`config.mk`:
```
export PLATFORM = sky130hd
export DESIGN_NAME = plb_pend
export DESIGN_NICKNAME = d
export VERILOG_FILES = /design/src/hdl/plb_pkg.sv /design/src/hdl/plb_pend.sv
export SDC_FILE = /design/constraint.sdc
export NUM_CORES = 2
export LEC_CHECK = 0
export ABC_AREA = 0
export BUFFER_PORTS_ARGS = -buffer_cell sky130_fd_sc_hd__clkbuf_2
export CAP_MARGIN = 20
export CORE_MARGIN = 1.5
export CORE_UTILIZATION = 50
export DETAILED_ROUTE_END_ITERATION = 10
export GPL_ROUTABILITY_DRIVEN = 0
export GPL_TIMING_DRIVEN = 0
export PLACE_DENSITY = 0.64
export SETUP_SLACK_MARGIN = 0.4
export SLEW_MARGIN = 10
export SYNTH_ARGS = -nofsm -noshare
export SYNTH_HDL_FRONTEND = slang
export SYNTH_SLANG_ARGS = --single-unit
```
`constraint.sdc`:
```
create_clock -name clk -period 14.67 [get_ports clk]
set_input_delay 0 -clock clk [delete_from_list [all_inputs] [get_ports clk]]
set_output_delay 0 -clock clk [all_outputs]
set_load 0.02 [all_outputs]
```
`src/hdl/plb_pkg.sv`:
```
// ----------------------------------------------------------------------------
// plb_pkg
// Shared types and codes for the price level book: beats, cell control,
// pending table control and the sequencer states.
// ----------------------------------------------------------------------------
package plb_pkg;

  // Command codes
  localparam logic [2:0] CMD_ADD    = 3'd0;
  localparam logic [2:0] CMD_CANCEL = 3'd1;
  localparam logic [2:0] CMD_MODIFY = 3'd2;
  localparam logic [2:0] CMD_TRADE  = 3'd3;

  // Side codes
  localparam logic [1:0] SIDE_BID  = 2'd0;
  localparam logic [1:0] SIDE_ASK  = 2'd1;
  localparam logic [1:0] SIDE_NONE = 2'd2;

  localparam int LEVEL_W = 4;

  typedef struct packed {
    logic [2:0]  cmd;
    logic [1:0]  side;
    logic [31:0] price;
    logic [30:0] size;
    logic [63:0] ord_key;
    logic [31:0] sequence_req;
    logic [63:0] event_time;
  } in_beat_t;

  typedef struct packed {
    logic [63:0]        snap_time;
    logic [31:0]        snap_sequence;
    logic [LEVEL_W-1:0] level;
    logic               bid_present;
    logic [31:0]        bid_price;
    logic [31:0]        bid_size;
    logic               ask_present;
    logic [31:0]        ask_price;
    logic [31:0]        ask_size;
    logic               overflow;
    logic               last;
  } out_beat_t;

  // One price level held in a cell
  typedef struct packed {
    logic        valid;
    logic [31:0] price;
    logic [31:0] qty;
  } cell_data_t;

  typedef enum logic [1:0] {
    CPH_HOLD,
    CPH_EVAL,
    CPH_APPLY
  } cell_phase_e;

  // Broadcast to every cell of one side
  typedef struct packed {
    cell_phase_e phase;
    logic        is_add;
    logic [31:0] price;
    logic [30:0] size;
  } cell_ctl_t;

  typedef struct packed {
    logic hit_any;
    logic full;
  } side_stat_t;

  typedef struct packed {
    logic        look;
    logic        wr;
    logic        clr;
    logic [63:0] id;
    logic        ask;
    logic [63:0] ev_time;
    logic [31:0] seq;
  } pend_ctl_t;

  typedef struct packed {
    logic        hit;
    logic        room;
    logic        ask;
    logic [63:0] ev_time;
    logic [31:0] seq;
  } pend_stat_t;

  typedef enum logic [2:0] {
    ST_IDLE,
    ST_LOOK,
    ST_DECIDE,
    ST_EVAL,
    ST_APPLY,
    ST_SNAP
  } plb_state_e;

endpackage

```
`src/hdl/plb_pend.sv`:
```
// ----------------------------------------------------------------------------
// plb_pend
// Pending trade table: id lookup, slot choice, write and free.
// ----------------------------------------------------------------------------
module plb_pend import plb_pkg::*; #(
  parameter int PENDING_ENTRIES = 16
) (
  input  logic       clk,
  input  logic       rst_n,
  input  pend_ctl_t  ctl,
  output pend_stat_t stat
);

  localparam int IW = (PENDING_ENTRIES > 1) ? $clog2(PENDING_ENTRIES) : 1;

  logic [PENDING_ENTRIES-1:0] used_r;
  logic [63:0]                order_r [PENDING_ENTRIES];
  logic [63:0]                time_r  [PENDING_ENTRIES];
  logic [31:0]                seq_r   [PENDING_ENTRIES];
  logic                       ask_r   [PENDING_ENTRIES];

  logic          hit_r, free_r;
  logic [IW-1:0] hit_idx_r, free_idx_r;
  logic          hit_c, free_c;
  logic [IW-1:0] hit_idx_c, free_idx_c, slot;

  // first matching and first free entry
  always_comb begin
    hit_c      = 1'b0;
    free_c     = 1'b0;
    hit_idx_c  = '0;
    free_idx_c = '0;
    for (int i = PENDING_ENTRIES - 1; i >= 0; i--) begin
      if (used_r[i] && (order_r[i] == ctl.id)) begin
        hit_c     = 1'b1;
        hit_idx_c = IW'(i);
      end
      if (!used_r[i]) begin
        free_c     = 1'b1;
        free_idx_c = IW'(i);
      end
    end
  end

  always_ff @(posedge clk) begin
    if (!rst_n) begin
      hit_r  <= 1'b0;
      free_r <= 1'b0;
    end else if (ctl.look) begin
      hit_r  <= hit_c;
      free_r <= free_c;
    end
  end

  always_ff @(posedge clk) begin
    if (ctl.look) begin
      hit_idx_r  <= hit_idx_c;
      free_idx_r <= free_idx_c;
    end
  end

  assign slot = hit_r ? hit_idx_r : free_idx_r;

  // valid bits
  always_ff @(posedge clk) begin
    if (!rst_n) begin
      used_r <= '0;
    end else if (ctl.wr) begin
      used_r[slot] <= 1'b1;
    end else if (ctl.clr) begin
      used_r[hit_idx_r] <= 1'b0;
    end
  end

  // entry payload
  always_ff @(posedge clk) begin
    if (ctl.wr) begin
      order_r[slot] <= ctl.id;
      time_r[slot]  <= ctl.ev_time;
      seq_r[slot]   <= ctl.seq;
      ask_r[slot]   <= ctl.ask;
    end
  end

  assign stat.hit     = hit_r;
  assign stat.room    = hit_r | free_r;
  assign stat.ask     = ask_r[hit_idx_r];
  assign stat.ev_time = time_r[hit_idx_r];
  assign stat.seq     = seq_r[hit_idx_r];

endmodule

```
## Word-level counts from Yosys, hierarchy flattened

Memory sizes are Yosys's and may differ from the RTL's.
Cells that the tools add are included.

- Magnitude comparators: 4
- Eq/ne operators: 16
- Mux-type cells: 71
- Bitwise gates (word level): 4
- Reductions and logical operators: 25

Operators by type and width:

| kind | number |
|---|---|
| $eq A64 B64 Y1 | 16 |
| $mux W4 | 17 |
| $mux W1 | 38 |
| $mux W16 | 2 |
| $mux W3 | 8 |
| $logic_and A1 B1 Y1 | 18 |
| $and A16 B16 Y16 | 1 |
| $not A16 Y16 | 1 |
| $or A16 B16 Y16 | 1 |
| $lt A4 B5 Y1 const B | 2 |
| $demux W1 S4 | 2 |
| $ge A4 B1 Y1 const B | 2 |
| $mux W2 | 4 |
| $reduce_and A8 Y1 | 1 |
| $reduce_or A8 Y1 | 1 |
| $reduce_and A4 Y1 | 1 |
| $reduce_or A4 Y1 | 1 |
| $reduce_and A2 Y1 | 1 |
| $reduce_bool A2 Y1 | 1 |
| $reduce_or A2 Y1 | 1 |
| $or A1 B1 Y1 | 1 |

- Register bits after elaboration: 26
- Memory bits (writable): 2576
- Input bits: 166
- Output and inout bits: 99
- Logic and storage cells: 135
- Memories: 4

Memory list:

| name | depth | bits a word | rd ports | clocked after memory_dff | write ports | line | RTL |
|---|---|---|---|---|---|---|---|
| order_r | 16 | 64 | 16 | 0 | 1 | plb_pend.sv:17 | `logic [63:0] order_r [PENDING_ENTRIES];` |
| time_r | 16 | 64 | 1 | 0 | 1 | plb_pend.sv:18 | `logic [63:0] time_r [PENDING_ENTRIES];` |
| seq_r | 16 | 32 | 1 | 0 | 1 | plb_pend.sv:19 | `logic [31:0] seq_r [PENDING_ENTRIES];` |
| ask_r | 16 | 1 | 1 | 0 | 1 | plb_pend.sv:20 | `logic ask_r [PENDING_ENTRIES];` |

## Logic depth before layout (Yosys ltp)

An unclocked memory read counts as a cell.

- Depth in word-level cells: 19
- Depth in mapped cells: 12
- Gate-level depth less buffers: 10

## Worst setup path before layout

No wires, ideal clock.

- Path kind: reg2reg
- Start point: reg hit_idx_r[0]
- End point: mem ask_r[11] (enable)
- Library setup time: 0.686 ns
- Arrival time: 8.345 ns
- Data required time: 13.984 ns
- Path slack: 5.639 ns
- Stages on the path, launching flop included: 8
- Buffers on the path: 3
- Clock period less this slack: 9.031 ns
- Path through: edfxtp_1 clkbuf_1 clkbuf_1 clkbuf_1 nand2_1 o22ai_1 nand2_1 nor2_1

- Cells in the longest elaborated chain, start to end: 1

RTL lines:

| element | line | RTL |
|---|---|---|
| start: declaration | plb_pend.sv:23 | `logic [IW-1:0] hit_idx_r, free_idx_r;` |
| start signal: assignment | plb_pend.sv:57 | `hit_idx_r <= hit_idx_c;` |
| $mux W4 | plb_pend.sv:62 | `assign slot = hit_r ? hit_idx_r : free_idx_r;` |
| end: declaration | plb_pend.sv:20 |  |

Every way passes these cells.

## Final worst setup path

- Start point: in ctl[150] (netlist bit)
- End point: reg hit_idx_r[1], data pin

- Cells in the longest elaborated chain, start to end: 16
- Elaborated cells between the ends (all ways): 47
- Classes of those cells: eq/ne: 16; mux: 14; reduce/logical: 17

RTL lines:

| element | line | RTL |
|---|---|---|
| start: declaration | plb_pend.sv:10 | `input pend_ctl_t ctl,` |
| $eq A64 B64 Y1 | plb_pend.sv:34 | `if (used_r[i] && (order_r[i] == ctl.id)) begin` |
| $logic_and A1 B1 Y1 | plb_pend.sv:34 |  |
| $mux W4 (8 in series) | plb_pend.sv:34 |  |
| $mux W3 (4 in series) | plb_pend.sv:34 |  |
| $mux W2 (2 in series) | plb_pend.sv:34 |  |

Several ways; a longest one is shown, not always the timed one.
A chain may end at the register's enable or synchronous reset.

==> results <==
- The flow ran to the end, and the final reports show no timing, DRC or antenna violations.
- The critical path in this run is classified as input port to register.
- STA classifies the critical path startpoint as an input port.
- The worst setup path is captured at a register.
- The post-route clock period utilization is 0.3551.
- Counting every instance in the synthesized netlist gives between 4,000 and 5,000.
- The signal on the critical path passes through dlygate4sd3_1, clkbuf_2, buf_2, buf_2, xnor2_1, nand4_1, nor4_1, nand4_1, nor4_1, nand2b_1, nand2b_1, a21oi_1, o311ai_1, a311oi_1.
- In the global route stage, overall resource usage came out at 0.3089.
- The proportion of register bits with asynchronous set or reset after synthesis is 0.
- The count of unresolved DRC violations after routing is 0.
- The count of cell types in the netlist is 63.
- Once the clock tree was built, the resizer swapped 0 gates to a different size.
- The total power draw is 15.99 mW.
- For this run, the leading register cell type out of synthesis is sky130_fd_sc_hd__edfxtp_1.
- The total placed instance area is roughly 110,000 um2.
- The largest individual stage delay along the critical path comes from the cell sky130_fd_sc_hd__nor4_1.
- The region available for standard cell placement spans roughly 200,000 um2.
- In this run the horizontal extent of the chip is 455.4 um.
- The later-pin clock latency in the skew report is ~0.94 ns.
- The number of synthesized register bits is 2,602.
- The first global-routing pass estimated 439.4 mm of wire.
- The number of warnings reported in the yosys synthesis log is 0.
- Setup repair after global routing left no endpoint under its margin.
- Entering global routing, the biggest net connects 32 pins.
- The hold violation total from the final report is 0.
- The number of flops mapped to enable cells by yosys is 2,584.
- The total via count in the routed design is 56,523.
- CTS placed an instance of sky130_fd_sc_hd__clkbuf_16 at the clock tree root.
- For this design the top-level I/O count stands at between 200 and 300.
- The max-slew violation count is 0.
- The area overhead of the layout relative to synthesis is 18.37%.
- The clock passes through at most 4 buffers.
- The static power due to leakage is just under 40 nW.
- On the final layout, the worst clock skew is about 0.065 ns.
- The routed design could run at a clock period as short as about 5.2 ns.
- The number of clock sinks seen by CTS is between 2,000 and 3,000.
- The number of H-tree branching levels is 5.
- The die is approximately 460 um tall.
- After legalization and detailed placement, the total HPWL measured roughly 200 mm.
- The number of buffers inserted by hold repair at cts is around 200.
- Based on the critical path, the design can be clocked at up to ~0.19 GHz.
- In the post-synthesis netlist, the biggest area contributors are sky130_fd_sc_hd__edfxtp_1 (76%), sky130_fd_sc_hd__mux4_2 (11%), sky130_fd_sc_hd__xor2_1 (3.6%).
- Post-CTS timing repair inserted 0 buffers for setup.
- The start of the worst register-to-register path is hit_idx_r[0].
- The number of nets handed over by synthesis was between 5,000 and 6,000.
- The tool flagged a number of max-cap violations equal to 0.
- The hold path startpoint is ctl[78].
- The total clock buffers created by CTS is 285.
- The overall routed net length is 323.2 mm.
- The starting DRC count in detailed routing is 9,349.
- The biggest area contributor in the post-synthesis netlist is sky130_fd_sc_hd__edfxtp_1.
- The top fanout value on the critical path is 17.
- The first detailed-routing pass ran for 7 iterations.
- After routing the design area is 121,100 um2.
- Data on the critical path is required at its endpoint by between 15 and 20 ns.
- The initial antenna violation count came to about 40.
- The number of antenna-violating nets in the routed design is 0.
- Summed over all failing endpoints, the final setup total negative slack is 0 ns.
- At the pin with the least slew margin, the transition time is between 1 and 1.5 ns.
- In this design, the stage delay of the slowest critical-path cell is roughly 0.87 ns.
- In the final layout, the share of cells above drive strength 1 is 0.2388.
- After clock tree synthesis, the clock-pin slew on the worst setup and hold paths is roughly 0.060 ns.
- After detailed routing, the average wire length per cell comes to 36.69 um.
- The cell area power density is 132.0 nW/um2.
- The area share of the leading cell type in the synthesized netlist is 0.7582.
- The cell area after synthesis is between 100,000 and 150,000 um2.
- The worst-case IR drop observed on VDD is between 0.1 and 0.15 mV.
- The via count of the first global-routing pass is around 55,000.
- For this configuration, the core starts out at a cell density of 0.5048.
- Setup violations remaining at the end of the flow were counted as 0.
- The relative slew slack is 0.1663.
- The arrival time reported for the critical path endpoint is slightly below 6 ns.
- The final layout contains about 6,100 nets.
- Dividing the detail-routed via count by the number of cells gives around 6.4.
- The type of the most critical hold path is input port to register.
- The total overflow left after global routing is 0.
- During placement, the flow inserted port buffers numbering between 200 and 300.
- Each instance of the synthesized netlist takes up on average between 20 and 25 um2.
- The sequential cell area fraction in the yosys report is 0.7617.
- The die covers slightly above 200,000 um2.
- TritonCTS built the clock tree.
- The total number of placement rows is 165.
- The timing startpoint of the critical path is ctl[150].
worst paths after layout:
path	end	cells after the start	slack, ns
min	time_r[14][46]	2	0.04
max reg2reg	order_r[13][8]	11	9.77
min reg2reg	free_r	2	0.60
max	hit_idx_r[1]	14	9.46
cells by family after synthesis:
group                  share of synthesized area
AO/OA/AOI/OAI                            0.02290
XOR/XNOR                                 0.06633
buffers and inverters                    0.01551
flip-flops                                0.7617
multiplexers                              0.1067
AND/OR/NAND/NOR                          0.02680
where the power goes:
group	leakage (nW)	internal [mW]	total (mW)	switching, mW
clock	4.13	3.80	6.63	2.83
combinational	11.2	0.363	1.08	0.718
sequential	23.5	8.26	8.28	0.0228
total	38.8	12.4	16.0	3.57
through the flow:
stage	setup slack [ns]	hold slack, ns	util	std cells
floorplan	5.639	0.09003	-	4984
global placement	-4.149	0.3845	0.5278	7919
detailed placement	9.377	0.4063	0.5444	8075
CTS	9.769	0.002264	0.5956	8757
global route	9.516	0.02811	0.5972	8785
finish	9.461	0.03798	0.5975	8809
Yosys cell counts, types with 35 or more instances:
cell and number:
sky130_fd_sc_hd__xnor2_1 355, sky130_fd_sc_hd__edfxtp_1 2584, sky130_fd_sc_hd__nand4_1 125, sky130_fd_sc_hd__inv_1 95
sky130_fd_sc_hd__buf_2 81, sky130_fd_sc_hd__o22ai_1 75, sky130_fd_sc_hd__xor2_1 420, sky130_fd_sc_hd__mux4_2 485
sky130_fd_sc_hd__nor2_1 49, sky130_fd_sc_hd__clkbuf_1 95, sky130_fd_sc_hd__nor4_1 141, sky130_fd_sc_hd__o2bb2ai_1 49
sky130_fd_sc_hd__buf_1 35
flip-flops by register name, indices dropped and copies added, names as in the netlist:
name,flops
ask_r,16
free_idx_r,4
free_r,1
hit_idx_r,4
hit_r,1
order_r,1024
seq_r,512
time_r,1024
used_r,16
layout by cell type, fill, tap and decap left out, types with 16 or more instances in the layout:
cell	instances
sky130_fd_sc_hd__nand4_1	125
sky130_fd_sc_hd__nor2_1	33
sky130_fd_sc_hd__clkinv_2	45
sky130_fd_sc_hd__nand2b_1	32
sky130_fd_sc_hd__clkinv_1	63
sky130_fd_sc_hd__xnor2_1	355
sky130_fd_sc_hd__o22ai_1	75
sky130_fd_sc_hd__dfxtp_1	18
sky130_fd_sc_hd__mux4_2	485
sky130_fd_sc_hd__buf_8	21
sky130_fd_sc_hd__dlygate4sd3_1	197
sky130_fd_sc_hd__clkbuf_1	154
sky130_fd_sc_hd__buf_16	30
sky130_fd_sc_hd__inv_2	16
sky130_fd_sc_hd__clkbuf_16	292
sky130_fd_sc_hd__buf_6	38
sky130_fd_sc_hd__buf_12	106
sky130_fd_sc_hd__o2bb2ai_1	49
sky130_fd_sc_hd__inv_1	95
sky130_fd_sc_hd__a221oi_1	23
sky130_fd_sc_hd__nand2_1	27
sky130_fd_sc_hd__nand3_1	23
sky130_fd_sc_hd__edfxtp_1	2584
sky130_fd_sc_hd__o21ai_0	19
sky130_fd_sc_hd__buf_1	34
sky130_fd_sc_hd__clkbuf_2	270
sky130_fd_sc_hd__nor2b_1	16
sky130_fd_sc_hd__o21a_1	23
sky130_fd_sc_hd__xor2_1	420
sky130_fd_sc_hd__nor3_1	20
sky130_fd_sc_hd__a22o_1	26
sky130_fd_sc_hd__nor4_1	134
sky130_fd_sc_hd__nor2_4	16
sky130_fd_sc_hd__buf_2	83
sky130_fd_sc_hd__diode_2	27
critical path, delay by kind of cell:
kind | cells | cell delay (ns)
buf+inv | 4 | 2.42
simple gates | 6 | 2.60
compound gates | 3 | 0.59
xor+xnor | 1 | 0.19
final cells by class:
type | instances | area (um2)
clock buffers | 359 | 7589
well taps | 2672 | 3343
multi-input cells | 2030 | 22960
inverters | 114 | 430.4
flip-flops and latches | 2602 | 77950
plain buffers | 238 | 1165
diodes | 27 | 67.56
fillers | 14597 | 81590
repair buffers | 641 | 6805
clock inverters | 126 | 823.3
metal layers:
| layer | part of all wire | vias up | GRT usage |
|---|---|---|---|
| met5 | 0.00030 | - | 0 |
| met1 | 0.36 | 29575 | 0.4106 |
| met3 | 0.12 | 821 | 0.07145 |
| met4 | 0.057 | 16 | 0.1531 |
| li1 | - | 22206 | - |
| met2 | 0.47 | 3905 | 0.4831 |
Note: power is estimated with default switching activity, not from simulation.
